`config.mk`:
```
export PLATFORM = sky130hd
export DESIGN_NAME = pixel_column_to_note_records_top_flat
export DESIGN_NICKNAME = d
export VERILOG_FILES = /design/src/hdl/pcnr_pkg.sv /design/src/hdl/pcnr_if.sv /design/src/hdl/pcnr_ctrl.sv /design/src/hdl/pcnr_calc.sv /design/src/hdl/pcnr_queue.sv /design/src/hdl/pixel_column_to_note_records_top.sv /design/src/flat_wrapper.sv
export SDC_FILE = /design/constraint.sdc
export NUM_CORES = 2
export LEC_CHECK = 0
export ABC_AREA = 1
export BUFFER_PORTS_ARGS = -buffer_cell sky130_fd_sc_hd__buf_4
export CAP_MARGIN = 40
export CORE_AREA = 2 2 594 301
export DETAILED_ROUTE_END_ITERATION = 8
export DIE_AREA = 0 0 596 303
export PLACE_DENSITY = 0.63
export RECOVER_POWER = 100
export SLEW_MARGIN = 20
export SYNTH_ARGS = -nofsm -noshare
export SYNTH_HDL_FRONTEND = slang
export SYNTH_HIERARCHICAL = 1
export SYNTH_SLANG_ARGS = --single-unit
export TNS_END_PERCENT = 1
```
`constraint.sdc`:
```
create_clock -name clk_i -period 20.6 [get_ports clk_i]
set_input_delay 2.06 -clock clk_i [delete_from_list [all_inputs] [get_ports clk_i]]
set_output_delay 2.06 -clock clk_i [all_outputs]
set_load 0.02 [all_outputs]
```
`src/hdl/pcnr_pkg.sv`:
```
`default_nettype none

package pcnr_pkg;

  localparam int unsigned MAX_HEIGHT_DEF = 4096;
  localparam int unsigned SLOT_WIDTH_DEF = 20;

  localparam int unsigned CFG_IDX_W  = 2;
  localparam int unsigned CFG_DATA_W = 16;
  localparam int unsigned SC_W       = 16;
  localparam int unsigned CH_W       = 13;
  localparam int unsigned IC_W       = 8;

  localparam int unsigned BYTE_W = 8;
  localparam int unsigned ROW_W  = 13;
  localparam int unsigned VOL_W  = 9;
  localparam int unsigned SMP_W  = 16;
  localparam int unsigned PROD_W = 25;

  // Record bits other than the slot: kind, row/count, two channels, blue, alpha, sample.
  localparam int unsigned REC_FIXED_W = 1 + ROW_W + 2 * (VOL_W + BYTE_W + VOL_W)
                                        + 2 * BYTE_W + SMP_W;
  localparam int unsigned QUEUE_DEPTH = 8;

  // ceil(2^32 / 255): floor(x * RECIP_255 / 2^32) == floor(x / 255) for x < 2^24.
  localparam logic [PROD_W-1:0] RECIP_255 = 25'h101_0102;

  typedef enum logic [CFG_IDX_W-1:0] {
    CFG_SAMPLE_COUNT     = 2'd0,
    CFG_COLUMN_HEIGHT    = 2'd1,
    CFG_INSTRUMENT_COUNT = 2'd2
  } cfg_idx_e;

  typedef enum logic {
    KIND_NOTE   = 1'b0,
    KIND_HEADER = 1'b1
  } rec_kind_e;

  typedef struct packed {
    logic [BYTE_W-1:0] cur_left;
    logic [BYTE_W-1:0] cur_right;
    logic [BYTE_W-1:0] cur_blue;
    logic [BYTE_W-1:0] cur_alpha;
    logic [BYTE_W-1:0] prev_left;
    logic [BYTE_W-1:0] prev_right;
    logic [BYTE_W-1:0] prev_blue;
    logic [BYTE_W-1:0] prev_alpha;
  } pixel_t;

  typedef struct packed {
    logic             note_en;
    logic             hdr_en;
    logic [ROW_W-1:0] row;
    logic [ROW_W-1:0] count;
  } pix_ctl_t;

endpackage

`default_nettype wire

```
`src/hdl/pcnr_if.sv`:
```
`default_nettype none

interface pcnr_in_if;
  logic                          valid;
  logic                          ready;
  logic [pcnr_pkg::BYTE_W-1:0]   cur_left;
  logic [pcnr_pkg::BYTE_W-1:0]   cur_right;
  logic [pcnr_pkg::BYTE_W-1:0]   cur_blue;
  logic [pcnr_pkg::BYTE_W-1:0]   cur_alpha;
  logic [pcnr_pkg::BYTE_W-1:0]   prev_left;
  logic [pcnr_pkg::BYTE_W-1:0]   prev_right;
  logic [pcnr_pkg::BYTE_W-1:0]   prev_blue;
  logic [pcnr_pkg::BYTE_W-1:0]   prev_alpha;

  modport source (
    output valid, cur_left, cur_right, cur_blue, cur_alpha,
           prev_left, prev_right, prev_blue, prev_alpha,
    input  ready
  );
  modport sink (
    input  valid, cur_left, cur_right, cur_blue, cur_alpha,
           prev_left, prev_right, prev_blue, prev_alpha,
    output ready
  );
endinterface

interface pcnr_out_if #(
  parameter int unsigned SlotW = pcnr_pkg::SLOT_WIDTH_DEF
);
  logic                               valid;
  logic                               ready;
  logic                               record_kind;
  logic [SlotW-1:0]                   slot;
  logic [pcnr_pkg::ROW_W-1:0]         row_or_count;
  logic signed [pcnr_pkg::VOL_W-1:0]  vol_left;
  logic [pcnr_pkg::BYTE_W-1:0]        prev_vol_left;
  logic signed [pcnr_pkg::VOL_W-1:0]  diff_left;
  logic signed [pcnr_pkg::VOL_W-1:0]  vol_right;
  logic [pcnr_pkg::BYTE_W-1:0]        prev_vol_right;
  logic signed [pcnr_pkg::VOL_W-1:0]  diff_right;
  logic [pcnr_pkg::BYTE_W-1:0]        blue_out;
  logic [pcnr_pkg::BYTE_W-1:0]        alpha_out;
  logic [pcnr_pkg::SMP_W-1:0]         sample_index;

  modport source (
    output valid, record_kind, slot, row_or_count, vol_left, prev_vol_left, diff_left,
           vol_right, prev_vol_right, diff_right, blue_out, alpha_out, sample_index,
    input  ready
  );
  modport sink (
    input  valid, record_kind, slot, row_or_count, vol_left, prev_vol_left, diff_left,
           vol_right, prev_vol_right, diff_right, blue_out, alpha_out, sample_index,
    output ready
  );
endinterface

`default_nettype wire

```
`src/hdl/pcnr_ctrl.sv`:
```
`default_nettype none

module pcnr_ctrl #(
  parameter int unsigned MAX_HEIGHT = pcnr_pkg::MAX_HEIGHT_DEF,
  parameter int unsigned SLOT_WIDTH = pcnr_pkg::SLOT_WIDTH_DEF
) (
  input  logic                            clk_i,
  input  logic                            rst_ni,
  input  logic                            cfg_we_i,
  input  logic [pcnr_pkg::CFG_IDX_W-1:0]  cfg_idx_i,
  input  logic [pcnr_pkg::CFG_DATA_W-1:0] cfg_wdata_i,
  input  logic                            fire_i,
  input  pcnr_pkg::pixel_t                pix_i,
  output pcnr_pkg::pix_ctl_t              ctl_o,
  output logic [SLOT_WIDTH-1:0]           note_slot_o,
  output logic [SLOT_WIDTH-1:0]           hdr_slot_o,
  output logic [pcnr_pkg::SC_W-1:0]       sample_count_o
);
  import pcnr_pkg::*;

  localparam int unsigned RW = (MAX_HEIGHT > 1) ? $clog2(MAX_HEIGHT) : 1;
  localparam int unsigned HW = RW + 1;

  // Clamp the height register into 1..MAX_HEIGHT.
  function automatic logic [HW-1:0] eff_h(input logic [CH_W-1:0] ch);
    logic [31:0] v;
    v = 32'(ch);
    if (v == 32'd0) v = 32'd1;
    if (v > MAX_HEIGHT) v = MAX_HEIGHT;
    return HW'(v);
  endfunction

  logic [SC_W-1:0]       sc_q, sc_d;
  logic [CH_W-1:0]       ch_q, ch_d;
  logic [IC_W-1:0]       ic_q, ic_d;
  logic [RW-1:0]         row_q, row_d;
  logic [RW-1:0]         pix_q, pix_d;
  logic [SLOT_WIDTH-1:0] next_q, next_d;
  logic [SLOT_WIDTH-1:0] hdr_q, hdr_d;
  logic [ROW_W-1:0]      osc_q, osc_d;
  logic [IC_W-1:0]       col_q, col_d;

  logic                  note;
  logic [HW-1:0]         h;
  logic [HW-1:0]         h_new;
  logic [IC_W-1:0]       inst;
  logic                  col_end;
  logic                  last;
  logic [SLOT_WIDTH-1:0] ns1;
  logic [ROW_W-1:0]      osc1;

  always_comb begin
    note    = |{pix_i.cur_left, pix_i.prev_left, pix_i.cur_right, pix_i.prev_right};
    h       = eff_h(ch_q);
    h_new   = eff_h(cfg_wdata_i[CH_W-1:0]);
    inst    = (ic_q == '0) ? IC_W'(1) : ic_q;
    last    = ({1'b0, pix_q} + HW'(1)) >= h;
    col_end = ({1'b0, col_q} + (IC_W + 1)'(1)) >= {1'b0, inst};
    ns1     = next_q + SLOT_WIDTH'(note);
    osc1    = osc_q + ROW_W'(note);

    sc_d   = sc_q;
    ch_d   = ch_q;
    ic_d   = ic_q;
    row_d  = row_q;
    pix_d  = pix_q;
    next_d = next_q;
    hdr_d  = hdr_q;
    osc_d  = osc_q;
    col_d  = col_q;

    if (fire_i) begin
      if (last) begin
        pix_d = '0;
        osc_d = '0;
        row_d = RW'(h - HW'(1));
        if (col_end) begin
          col_d  = '0;
          hdr_d  = '0;
          next_d = SLOT_WIDTH'(1);
        end else begin
          col_d  = col_q + IC_W'(1);
          hdr_d  = ns1;
          next_d = ns1 + SLOT_WIDTH'(1);
        end
      end else begin
        pix_d  = pix_q + RW'(1);
        osc_d  = osc1;
        next_d = ns1;
        // stop at row zero when the height was lowered mid-column
        row_d  = (row_q != '0) ? row_q - RW'(1) : row_q;
      end
    end

    if (cfg_we_i) begin
      unique case (cfg_idx_e'(cfg_idx_i))
        CFG_SAMPLE_COUNT: sc_d = cfg_wdata_i[SC_W-1:0];
        CFG_COLUMN_HEIGHT: begin
          ch_d = cfg_wdata_i[CH_W-1:0];
          if (pix_q == '0) row_d = RW'(h_new - HW'(1));
        end
        CFG_INSTRUMENT_COUNT: ic_d = cfg_wdata_i[IC_W-1:0];
        default: ;
      endcase
    end
  end

  always_ff @(posedge clk_i or negedge rst_ni) begin
    if (!rst_ni) begin
      sc_q   <= '0;
      ch_q   <= CH_W'(1);
      ic_q   <= IC_W'(1);
      row_q  <= '0;
      pix_q  <= '0;
      next_q <= SLOT_WIDTH'(1);
      hdr_q  <= '0;
      osc_q  <= '0;
      col_q  <= '0;
    end else begin
      sc_q   <= sc_d;
      ch_q   <= ch_d;
      ic_q   <= ic_d;
      row_q  <= row_d;
      pix_q  <= pix_d;
      next_q <= next_d;
      hdr_q  <= hdr_d;
      osc_q  <= osc_d;
      col_q  <= col_d;
    end
  end

  assign ctl_o.note_en  = note;
  assign ctl_o.hdr_en   = last;
  assign ctl_o.row      = ROW_W'(row_q);
  assign ctl_o.count    = osc1;
  assign note_slot_o    = next_q;
  assign hdr_slot_o     = hdr_q;
  assign sample_count_o = sc_q;

endmodule

`default_nettype wire

```
`src/hdl/pcnr_calc.sv`:
```
`default_nettype none

module pcnr_calc #(
  parameter int unsigned SLOT_WIDTH = pcnr_pkg::SLOT_WIDTH_DEF,
  parameter int unsigned REC_W      = pcnr_pkg::REC_FIXED_W + SLOT_WIDTH
) (
  input  logic                      clk_i,
  input  logic                      rst_ni,
  input  logic                      fire_i,
  input  pcnr_pkg::pixel_t          pix_i,
  input  pcnr_pkg::pix_ctl_t        ctl_i,
  input  logic [SLOT_WIDTH-1:0]     note_slot_i,
  input  logic [SLOT_WIDTH-1:0]     hdr_slot_i,
  input  logic [pcnr_pkg::SC_W-1:0] sample_count_i,
  output logic [1:0]                inflight_o,
  output logic                      wr_a_o,
  output logic [REC_W-1:0]          rec_a_o,
  output logic                      wr_b_o,
  output logic [REC_W-1:0]          rec_b_o
);
  import pcnr_pkg::*;

  typedef struct packed {
    logic [VOL_W-1:0]  vol;
    logic [BYTE_W-1:0] pv;
    logic [VOL_W-1:0]  diff;
    logic              off;
  } chan_t;

  function automatic chan_t chan_f(input logic [BYTE_W-1:0] c, input logic [BYTE_W-1:0] p);
    chan_t r;
    if (c != '0) begin
      r.vol  = {1'b0, c};
      r.pv   = p;
      r.diff = {1'b0, c} - {1'b0, p};
      r.off  = 1'b0;
    end else if (p != '0) begin
      r.vol  = '0;
      r.pv   = p;
      r.diff = -{1'b0, p};
      r.off  = 1'b1;
    end else begin
      r.vol  = '1;
      r.pv   = '0;
      r.diff = '0;
      r.off  = 1'b0;
    end
    return r;
  endfunction

  // Stage 1: registered pixel and its slot/row decisions.
  logic                  v1_q;
  pixel_t                pix1_q;
  pix_ctl_t              ctl1_q;
  logic [SLOT_WIDTH-1:0] nslot1_q, hslot1_q;
  logic [SC_W-1:0]       sc1_q;

  // Stage 2: channel results and the blue * (S + 1) product.
  logic                  v2_q;
  pix_ctl_t              ctl2_q;
  logic [SLOT_WIDTH-1:0] nslot2_q, hslot2_q;
  chan_t                 chl2_q, chr2_q, chl_d, chr_d;
  logic [BYTE_W-1:0]     blue2_q, alpha2_q, blue_d, alpha_d;
  logic                  bmax2_q;
  logic [PROD_W-1:0]     prod2_q, prod_d;

  logic [2*PROD_W-1:0]   quot_full;
  logic [SMP_W-1:0]      smp;

  always_comb begin
    chl_d   = chan_f(pix1_q.cur_left, pix1_q.prev_left);
    chr_d   = chan_f(pix1_q.cur_right, pix1_q.prev_right);
    blue_d  = (chl_d.off | chr_d.off) ? pix1_q.prev_blue  : pix1_q.cur_blue;
    alpha_d = (chl_d.off | chr_d.off) ? pix1_q.prev_alpha : pix1_q.cur_alpha;
    prod_d  = PROD_W'(blue_d) * (PROD_W'(sc1_q) + PROD_W'(1));
  end

  always_ff @(posedge clk_i or negedge rst_ni) begin
    if (!rst_ni) begin
      v1_q <= 1'b0;
      v2_q <= 1'b0;
    end else begin
      v1_q <= fire_i;
      v2_q <= v1_q;
    end
  end

  always_ff @(posedge clk_i) begin
    pix1_q   <= pix_i;
    ctl1_q   <= ctl_i;
    nslot1_q <= note_slot_i;
    hslot1_q <= hdr_slot_i;
    sc1_q    <= sample_count_i;

    ctl2_q   <= ctl1_q;
    nslot2_q <= nslot1_q;
    hslot2_q <= hslot1_q;
    chl2_q   <= chl_d;
    chr2_q   <= chr_d;
    blue2_q  <= blue_d;
    alpha2_q <= alpha_d;
    bmax2_q  <= (blue_d == '1);
    prod2_q  <= prod_d;
  end

  // divide by 255 through the reciprocal; blue at full scale maps to zero
  assign quot_full = (2*PROD_W)'(prod2_q) * (2*PROD_W)'(RECIP_255);
  assign smp       = bmax2_q ? '0 : quot_full[32 +: SMP_W];

  assign rec_a_o = {KIND_NOTE, nslot2_q, ctl2_q.row,
                    chl2_q.vol, chl2_q.pv, chl2_q.diff,
                    chr2_q.vol, chr2_q.pv, chr2_q.diff,
                    blue2_q, alpha2_q, smp};
  assign rec_b_o = {KIND_HEADER, hslot2_q, ctl2_q.count,
                    (REC_FIXED_W - 1 - ROW_W)'(0)};

  assign wr_a_o     = v2_q & ctl2_q.note_en;
  assign wr_b_o     = v2_q & ctl2_q.hdr_en;
  assign inflight_o = 2'(v1_q) + 2'(v2_q);

endmodule

`default_nettype wire

```
`src/hdl/pcnr_queue.sv`:
```
`default_nettype none

module pcnr_queue #(
  parameter int unsigned WIDTH = pcnr_pkg::REC_FIXED_W + pcnr_pkg::SLOT_WIDTH_DEF,
  parameter int unsigned DEPTH = pcnr_pkg::QUEUE_DEPTH
) (
  input  logic                       clk_i,
  input  logic                       rst_ni,
  input  logic                       wr_a_i,
  input  logic [WIDTH-1:0]           data_a_i,
  input  logic                       wr_b_i,
  input  logic [WIDTH-1:0]           data_b_i,
  input  logic                       rd_i,
  output logic                       valid_o,
  output logic [WIDTH-1:0]           data_o,
  output logic [$clog2(DEPTH+1)-1:0] count_o
);
  localparam int unsigned AW = $clog2(DEPTH);
  localparam int unsigned CW = $clog2(DEPTH + 1);

  logic [WIDTH-1:0] mem_q [DEPTH];
  logic [AW-1:0]    wp_q, wp_d, rp_q, rp_d, wp_b;
  logic [CW-1:0]    cnt_q, cnt_d;

  // second entry of a beat pair lands right behind the first
  assign wp_b = wp_q + AW'(wr_a_i);

  always_comb begin
    wp_d  = wp_q + AW'(wr_a_i) + AW'(wr_b_i);
    rp_d  = rp_q + AW'(rd_i);
    cnt_d = cnt_q + CW'(wr_a_i) + CW'(wr_b_i) - CW'(rd_i);
  end

  always_ff @(posedge clk_i or negedge rst_ni) begin
    if (!rst_ni) begin
      wp_q  <= '0;
      rp_q  <= '0;
      cnt_q <= '0;
    end else begin
      wp_q  <= wp_d;
      rp_q  <= rp_d;
      cnt_q <= cnt_d;
    end
  end

  always_ff @(posedge clk_i) begin
    if (wr_a_i) mem_q[wp_q] <= data_a_i;
    if (wr_b_i) mem_q[wp_b] <= data_b_i;
  end

  assign valid_o = (cnt_q != '0);
  assign data_o  = mem_q[rp_q];
  assign count_o = cnt_q;

endmodule

`default_nettype wire

```
`src/hdl/pixel_column_to_note_records_top.sv`:
```
// Path: a pixel's records pass calc stage 1 and stage 2, then the record queue.
// Throughput: one pixel per cycle while input ready is high; a column's last pixel
//   may add a header record. Records leave an 8-entry record queue one per cycle
//   while out_if.ready is high.
// Input ready drops only when the queue plus the two in-flight stages could overflow.
// Reset (rst_ni, async, active low) restores register defaults, empties the queue.
`default_nettype none

module pixel_column_to_note_records_top #(
  parameter int unsigned MAX_HEIGHT = pcnr_pkg::MAX_HEIGHT_DEF,
  parameter int unsigned SLOT_WIDTH = pcnr_pkg::SLOT_WIDTH_DEF
) (
  input  logic                            clk_i,
  input  logic                            rst_ni,
  pcnr_in_if.sink                         in_if,
  pcnr_out_if.source                      out_if,
  input  logic                            cfg_we_i,
  input  logic [pcnr_pkg::CFG_IDX_W-1:0]  cfg_idx_i,
  input  logic [pcnr_pkg::CFG_DATA_W-1:0] cfg_wdata_i
);
  import pcnr_pkg::*;

  localparam int unsigned REC_W = REC_FIXED_W + SLOT_WIDTH;
  localparam int unsigned CW    = $clog2(QUEUE_DEPTH + 1);

  logic                  in_fire;
  logic                  out_fire;
  pixel_t                pix;
  pix_ctl_t              ctl;
  logic [SLOT_WIDTH-1:0] note_slot, hdr_slot;
  logic [SC_W-1:0]       sample_count;
  logic [1:0]            inflight;
  logic                  wr_a, wr_b;
  logic [REC_W-1:0]      rec_a, rec_b, rec_out;
  logic [CW-1:0]         q_count;
  logic [CW+2:0]         reserved;

  // Gather the input beat into one pixel word.
  assign pix.cur_left   = in_if.cur_left;
  assign pix.cur_right  = in_if.cur_right;
  assign pix.cur_blue   = in_if.cur_blue;
  assign pix.cur_alpha  = in_if.cur_alpha;
  assign pix.prev_left  = in_if.prev_left;
  assign pix.prev_right = in_if.prev_right;
  assign pix.prev_blue  = in_if.prev_blue;
  assign pix.prev_alpha = in_if.prev_alpha;

  // Every pixel in flight may still turn into two records; hold off new beats
  // unless the queue has room for all of them plus the next one.
  assign reserved    = (CW + 3)'(q_count) + ((CW + 3)'(inflight) << 1);
  assign in_if.ready = reserved <= (CW + 3)'(QUEUE_DEPTH - 2);
  assign in_fire     = in_if.valid & in_if.ready;

  // Counters, slots and configuration registers; decisions made at accept.
  pcnr_ctrl #(
    .MAX_HEIGHT (MAX_HEIGHT),
    .SLOT_WIDTH (SLOT_WIDTH)
  ) u_ctrl (
    .clk_i          (clk_i),
    .rst_ni         (rst_ni),
    .cfg_we_i       (cfg_we_i),
    .cfg_idx_i      (cfg_idx_i),
    .cfg_wdata_i    (cfg_wdata_i),
    .fire_i         (in_fire),
    .pix_i          (pix),
    .ctl_o          (ctl),
    .note_slot_o    (note_slot),
    .hdr_slot_o     (hdr_slot),
    .sample_count_o (sample_count)
  );

  // Channel rules, color pick and sample index over two register stages.
  pcnr_calc #(
    .SLOT_WIDTH (SLOT_WIDTH),
    .REC_W      (REC_W)
  ) u_calc (
    .clk_i          (clk_i),
    .rst_ni         (rst_ni),
    .fire_i         (in_fire),
    .pix_i          (pix),
    .ctl_i          (ctl),
    .note_slot_i    (note_slot),
    .hdr_slot_i     (hdr_slot),
    .sample_count_i (sample_count),
    .inflight_o     (inflight),
    .wr_a_o         (wr_a),
    .rec_a_o        (rec_a),
    .wr_b_o         (wr_b),
    .rec_b_o        (rec_b)
  );

  // Note first, header after it, so a column's last pixel keeps its order.
  pcnr_queue #(
    .WIDTH (REC_W),
    .DEPTH (QUEUE_DEPTH)
  ) u_queue (
    .clk_i    (clk_i),
    .rst_ni   (rst_ni),
    .wr_a_i   (wr_a),
    .data_a_i (rec_a),
    .wr_b_i   (wr_b),
    .data_b_i (rec_b),
    .rd_i     (out_fire),
    .valid_o  (out_if.valid),
    .data_o   (rec_out),
    .count_o  (q_count)
  );

  assign out_fire = out_if.valid & out_if.ready;

  // Unpack the head record onto the output beat.
  assign {out_if.record_kind, out_if.slot, out_if.row_or_count,
          out_if.vol_left, out_if.prev_vol_left, out_if.diff_left,
          out_if.vol_right, out_if.prev_vol_right, out_if.diff_right,
          out_if.blue_out, out_if.alpha_out, out_if.sample_index} = rec_out;

endmodule

`default_nettype wire

```
`src/flat_wrapper.sv`:
```
// flat-port wrapper written by rule: the top's interface ports become plain ports
module pixel_column_to_note_records_top_flat import pcnr_pkg::*;
#(
  parameter int unsigned MAX_HEIGHT = pcnr_pkg::MAX_HEIGHT_DEF,
  parameter int unsigned SLOT_WIDTH = pcnr_pkg::SLOT_WIDTH_DEF
)
  (clk_i, rst_ni, cfg_we_i, cfg_idx_i, cfg_wdata_i, in_if_valid, in_if_cur_left, in_if_cur_right, in_if_cur_blue, in_if_cur_alpha, in_if_prev_left, in_if_prev_right, in_if_prev_blue, in_if_prev_alpha, in_if_ready, out_if_valid, out_if_record_kind, out_if_slot, out_if_row_or_count, out_if_vol_left, out_if_prev_vol_left, out_if_diff_left, out_if_vol_right, out_if_prev_vol_right, out_if_diff_right, out_if_blue_out, out_if_alpha_out, out_if_sample_index, out_if_ready);
  pcnr_in_if in_if_i ();
  pcnr_out_if out_if_i ();
  input  logic clk_i;
  input  logic rst_ni;
  input  logic cfg_we_i;
  input  logic [pcnr_pkg::CFG_IDX_W-1:0] cfg_idx_i;
  input  logic [pcnr_pkg::CFG_DATA_W-1:0] cfg_wdata_i;
  input wire logic [$bits(in_if_i.valid)-1:0] in_if_valid;
  input wire logic [$bits(in_if_i.cur_left)-1:0] in_if_cur_left;
  input wire logic [$bits(in_if_i.cur_right)-1:0] in_if_cur_right;
  input wire logic [$bits(in_if_i.cur_blue)-1:0] in_if_cur_blue;
  input wire logic [$bits(in_if_i.cur_alpha)-1:0] in_if_cur_alpha;
  input wire logic [$bits(in_if_i.prev_left)-1:0] in_if_prev_left;
  input wire logic [$bits(in_if_i.prev_right)-1:0] in_if_prev_right;
  input wire logic [$bits(in_if_i.prev_blue)-1:0] in_if_prev_blue;
  input wire logic [$bits(in_if_i.prev_alpha)-1:0] in_if_prev_alpha;
  output wire logic [$bits(in_if_i.ready)-1:0] in_if_ready;
  output wire logic [$bits(out_if_i.valid)-1:0] out_if_valid;
  output wire logic [$bits(out_if_i.record_kind)-1:0] out_if_record_kind;
  output wire logic [$bits(out_if_i.slot)-1:0] out_if_slot;
  output wire logic [$bits(out_if_i.row_or_count)-1:0] out_if_row_or_count;
  output wire logic [$bits(out_if_i.vol_left)-1:0] out_if_vol_left;
  output wire logic [$bits(out_if_i.prev_vol_left)-1:0] out_if_prev_vol_left;
  output wire logic [$bits(out_if_i.diff_left)-1:0] out_if_diff_left;
  output wire logic [$bits(out_if_i.vol_right)-1:0] out_if_vol_right;
  output wire logic [$bits(out_if_i.prev_vol_right)-1:0] out_if_prev_vol_right;
  output wire logic [$bits(out_if_i.diff_right)-1:0] out_if_diff_right;
  output wire logic [$bits(out_if_i.blue_out)-1:0] out_if_blue_out;
  output wire logic [$bits(out_if_i.alpha_out)-1:0] out_if_alpha_out;
  output wire logic [$bits(out_if_i.sample_index)-1:0] out_if_sample_index;
  input wire logic [$bits(out_if_i.ready)-1:0] out_if_ready;
  assign in_if_i.valid = in_if_valid;
  assign in_if_i.cur_left = in_if_cur_left;
  assign in_if_i.cur_right = in_if_cur_right;
  assign in_if_i.cur_blue = in_if_cur_blue;
  assign in_if_i.cur_alpha = in_if_cur_alpha;
  assign in_if_i.prev_left = in_if_prev_left;
  assign in_if_i.prev_right = in_if_prev_right;
  assign in_if_i.prev_blue = in_if_prev_blue;
  assign in_if_i.prev_alpha = in_if_prev_alpha;
  assign in_if_ready = in_if_i.ready;
  assign out_if_valid = out_if_i.valid;
  assign out_if_record_kind = out_if_i.record_kind;
  assign out_if_slot = out_if_i.slot;
  assign out_if_row_or_count = out_if_i.row_or_count;
  assign out_if_vol_left = out_if_i.vol_left;
  assign out_if_prev_vol_left = out_if_i.prev_vol_left;
  assign out_if_diff_left = out_if_i.diff_left;
  assign out_if_vol_right = out_if_i.vol_right;
  assign out_if_prev_vol_right = out_if_i.prev_vol_right;
  assign out_if_diff_right = out_if_i.diff_right;
  assign out_if_blue_out = out_if_i.blue_out;
  assign out_if_alpha_out = out_if_i.alpha_out;
  assign out_if_sample_index = out_if_i.sample_index;
  assign out_if_i.ready = out_if_ready;
  pixel_column_to_note_records_top #(.MAX_HEIGHT(MAX_HEIGHT), .SLOT_WIDTH(SLOT_WIDTH)) u_core (.clk_i(clk_i), .rst_ni(rst_ni), .in_if(in_if_i), .out_if(out_if_i), .cfg_we_i(cfg_we_i), .cfg_idx_i(cfg_idx_i), .cfg_wdata_i(cfg_wdata_i));
endmodule
```
==> results.md <==
Outcome:
- The run finished, with violations left.
- The final reports fail on max-capacitance violations, max-slew violations.

Hold path:
- The tightest min-delay check is of the flip-flop to flip-flop type.

Clocking:
- The clock tree from TritonCTS is built.
- The quantity of hold-fixing buffers added after cts is 0.
- After clock tree synthesis, the setup repair step added 0 buffers.
- Gates resized during post-CTS repair numbered 0.
- The count of H-tree levels built during CTS is 4.
- No sink is reached through more buffers than the 4 on the longest clock path.
- CTS saw 1388 sinks.
- The clock-pin slew on the worst setup and hold paths is 60 ps.
- The tree is rooted in a sky130_fd_sc_hd__clkbuf_16.
- The number of buffers created by CTS is 143.
- For the worst-skew pair, the clock arrives at the later sink with an insertion delay of 830 ps.

Setup path:
- The type of element capturing the critical path is a flip-flop.
- At the worst endpoint, the arrival time is 13640 ps.
- The critical path in this run is classified as flip-flop to flip-flop.
- The required time reported for the critical path endpoint is 21070 ps.
- The type of element launching the critical path is a flip-flop.
- In this run the worst path has a maximum fanout of 62.

Synthesis:
- In this run, synthesis produced a sequential element count of 1388.
- The cell area that synthesis handed to floorplanning was 83600 um^2.
- The cell count after synthesis is 10.7k.
- By area the synthesized netlist is led by sky130_fd_sc_hd__edfxtp_1, sky130_fd_sc_hd__nand2_1, sky130_fd_sc_hd__dfxtp_1, sky130_fd_sc_hd__nand4_1, sky130_fd_sc_hd__inv_1.
- The top cell type's share of synthesized area is 0.339.
- The number of synthesized flops with an enable pin is 944.
- The distinct cell type count after synthesis is 64.
- Of the synthesized area, sequential elements account for 0.453.
- The share of synthesized flip-flops with an asynchronous set or reset is 0.0965.
- For this run, the leading register cell type out of synthesis is sky130_fd_sc_hd__edfxtp_1.
- The mean instance size in the synthesized netlist is 7.81 um^2.
- By instance count, the leading cell after synthesis is sky130_fd_sc_hd__nand2_1.
- The yosys synthesis warning count is 6.
- In the synthesized netlist, the cells that appear most often are sky130_fd_sc_hd__nand2_1, sky130_fd_sc_hd__inv_1, sky130_fd_sc_hd__nand4_1, sky130_fd_sc_hd__edfxtp_1, sky130_fd_sc_hd__nand3_1.
- The post-synthesis cell type with the largest combined area is sky130_fd_sc_hd__edfxtp_1.

Timing:
- The minimum clock period after layout is 13170 ps.
- The number of max-slew violations in the final report is 2318.
- The highest clock frequency the design can meet is 0.0760 GHz.
- The post-route clock period utilization is 0.639.
- In the final timing run, aggregate negative setup slack is 0 ps.
- Measured against its own limit, the worst slew margin works out to -5.20.
- On the final layout, the worst hold slack is 325 ps.
- The final hold violation count came to 0.
- Setup repair after global routing left no endpoint under its margin.
- Across the routed clock network, the largest skew measured is 50.4 ps.
- Setup violations remaining at the end of the flow were counted as 0.
- The slew at the pin closest to its max-slew limit is 9290 ps.

Place:
- The count of input and output buffers is 206.
- After detailed placement, the total cell area comes to 85500 um^2.
- The detailed placer's ending HPWL is 165000 um.
- The weighted congestion reported at the end of routability-driven placement is 0.939.

Die:
- Measured along the y axis, the die boundary spans 303 um.
- The die footprint is 181000 um^2.
- The count of pins on the block boundary is 207.
- The effective utilization at floorplan is 0.477.
- Measured along the x axis, the die boundary spans 596 um.
- The site row count is 109.
- The region available for standard cell placement spans 175000 um^2.

Layout:
- Counting the fill cells in the layout gives 16.8k.
- The area growth from synthesis to layout is 6.20%.
- The final core area utilization is 0.506.
- The layout net count is 10.8k.
- The finished cells cover 88800 um^2.
- The fraction of final layout cells sized beyond drive strength 1 is 0.0430.

Detailed routing:
- For this run, design rule violations remaining after detail routing come to 0.
- The total vias in the final route is 71.6k.
- The per-cell routed wire length is 21.8 um.
- The routed design has 277000 um of wire.
- The number of nets still failing antenna checks after routing is 0.
- The detail-routed via count per cell is 5.63.
- The detailed router finished its first iteration with 8993 violations.
- The first-pass iteration count of the detailed router is 7.

Global route:
- The via count of the first global-routing pass was 66.8k.
- The number of antenna violations at the first check in global routing was 4.
- For this run, the total global-route usage over all layers was measured as 0.302.
- Global routing finished with a remaining overflow of 0.
- The first-pass GRT wire length is 420000 um.
- Entering global routing, the biggest net connects 217 pins.

Power and ir drop:
- The standby leakage power is 43.2 nW.
- The post-route total power is 15.2 mW.
- The power density normalized to cell area is 171 nW/um^2.
- IR analysis of the VDD net gives a maximum drop of 159 uV.

Flow run:
- The tool flagged a number of max-cap violations equal to 66.
[power breakdown]
part           leakage, nW  internal (mW)  switching (mW)
sequential            12.9           3.72           0.410
clock                 2.21           1.47            1.16
combinational         28.1           2.36            6.09
total                 43.2           7.54            7.66
[per-stage QoR]
stage | setup slack (ps) | cells
after CTS | 13710 | 12700
final | 7430 | 12700
after floorplan | 10750 | 10800
after global routing | 7090 | 12700
after detailed placement | 14110 | 12500
after global placement | 14210 | 12400
[worst max-delay path, cell delays in order (launching register included)]
cell                       delay (ps)
sky130_fd_sc_hd__dfrtp_1          440
sky130_fd_sc_hd__nand2_1          100
sky130_fd_sc_hd__inv_1             70
sky130_fd_sc_hd__ha_1             240
sky130_fd_sc_hd__ha_1             250
sky130_fd_sc_hd__inv_1             90
sky130_fd_sc_hd__nand2_1           70
sky130_fd_sc_hd__nand2_1         1640
sky130_fd_sc_hd__clkbuf_1        2420
sky130_fd_sc_hd__clkbuf_1         930
sky130_fd_sc_hd__nand3_1         1890
sky130_fd_sc_hd__o21ai_0         1800
sky130_fd_sc_hd__clkbuf_1         760
sky130_fd_sc_hd__clkbuf_1        1640
sky130_fd_sc_hd__buf_16           310
[sequential cells by signal, summed over array words and instances (netlist names), 25 cells and up]
name	count
u_core/u_calc/ctl1_q	28
u_core/u_calc/pix1_q	64
u_core/u_calc/prod2_q	25
u_core/u_calc/rec_a_o	65
u_core/u_queue/mem_q	944
[worst paths after layout]
check,startpoint,slack [ps],depth (start not counted),to
worst max register to register,u_core/u_calc/v2_q$_DFF_PN0_,7430,14,u_core/u_queue/mem_q[5][9]$_DFFE_PP_
min in group asynchronous,rst_ni,1900,1,u_core/u_ctrl/osc_q[10]$_DFFE_PN0P_
max in group asynchronous,rst_ni,12420,4,u_core/u_queue/rp_q[1]$_DFF_PN0_
worst min-delay path,u_core/u_calc/ctl1_q[21]$_DFF_P_,330,0,u_core/u_calc/rec_a_o[92]$_DFF_P_
worst max-delay path,u_core/u_calc/v2_q$_DFF_PN0_,7430,14,u_core/u_queue/mem_q[5][9]$_DFFE_PP_
worst min register to register,u_core/u_calc/ctl1_q[21]$_DFF_P_,330,0,u_core/u_calc/rec_a_o[92]$_DFF_P_
[cells by family after synthesis]
logic type | count (synthesis) | synth area share
compound gates | 395 | 0.0267
xor+xnor | 96 | 0.0106
fa+ha+maj | 399 | 0.0699
buf+inv | 2451 | 0.125
flops | 1388 | 0.453
mux | 11 | 0.00148
other cells | 3 | 0.000135
simple gates | 5969 | 0.313
[cells in the final DEF (no fill, tap or decap), types with 19 or more instances in the layout]
master and instances:
sky130_fd_sc_hd__a21oi_1 123, sky130_fd_sc_hd__buf_12 21, sky130_fd_sc_hd__buf_16 21, sky130_fd_sc_hd__buf_4 60, sky130_fd_sc_hd__clkbuf_1 240, sky130_fd_sc_hd__clkbuf_16 147, sky130_fd_sc_hd__clkbuf_4 46, sky130_fd_sc_hd__clkinv_2 22
sky130_fd_sc_hd__conb_1 87, sky130_fd_sc_hd__dfrtp_1 129, sky130_fd_sc_hd__dfxtp_1 310, sky130_fd_sc_hd__edfxtp_1 944, sky130_fd_sc_hd__fa_1 113, sky130_fd_sc_hd__ha_1 286, sky130_fd_sc_hd__inv_1 1420, sky130_fd_sc_hd__nand2_1 3932
sky130_fd_sc_hd__nand3_1 612, sky130_fd_sc_hd__nand4_1 992, sky130_fd_sc_hd__nor2_1 308, sky130_fd_sc_hd__nor3_1 33, sky130_fd_sc_hd__nor4_1 22, sky130_fd_sc_hd__o21ai_0 192, sky130_fd_sc_hd__o22ai_1 19, sky130_fd_sc_hd__xor2_1 75
[area by class of cell]
| type | count | area, um^2 | area share |
|---|---|---|---|
| clock buffers | 204 | 4070 | 0.0459 |
| diodes | 5 | 12.5 | 0.000141 |
| well taps | 2331 | 2920 | 0.0328 |
| repair buffers | 352 | 2580 | 0.0290 |
| inverters | 1443 | 5450 | 0.0614 |
| multi-input cells | 6957 | 35400 | 0.399 |
| clock inverters | 45 | 430 | 0.00485 |
| flip-flops and latches | 1388 | 37900 | 0.427 |
[routing by layer]
metal / vias up / global-route usage / wire length (um)
met4: 2 / 0.0796 / 6560
met2: 3922 / 0.441 / 116000
met5: - / 0 / 17
met3: 466 / 0.0513 / 28900
met1: 33800 / 0.459 / 126000
li1: 33500 / - / -
Note: power is estimated with default switching activity, not from simulation.
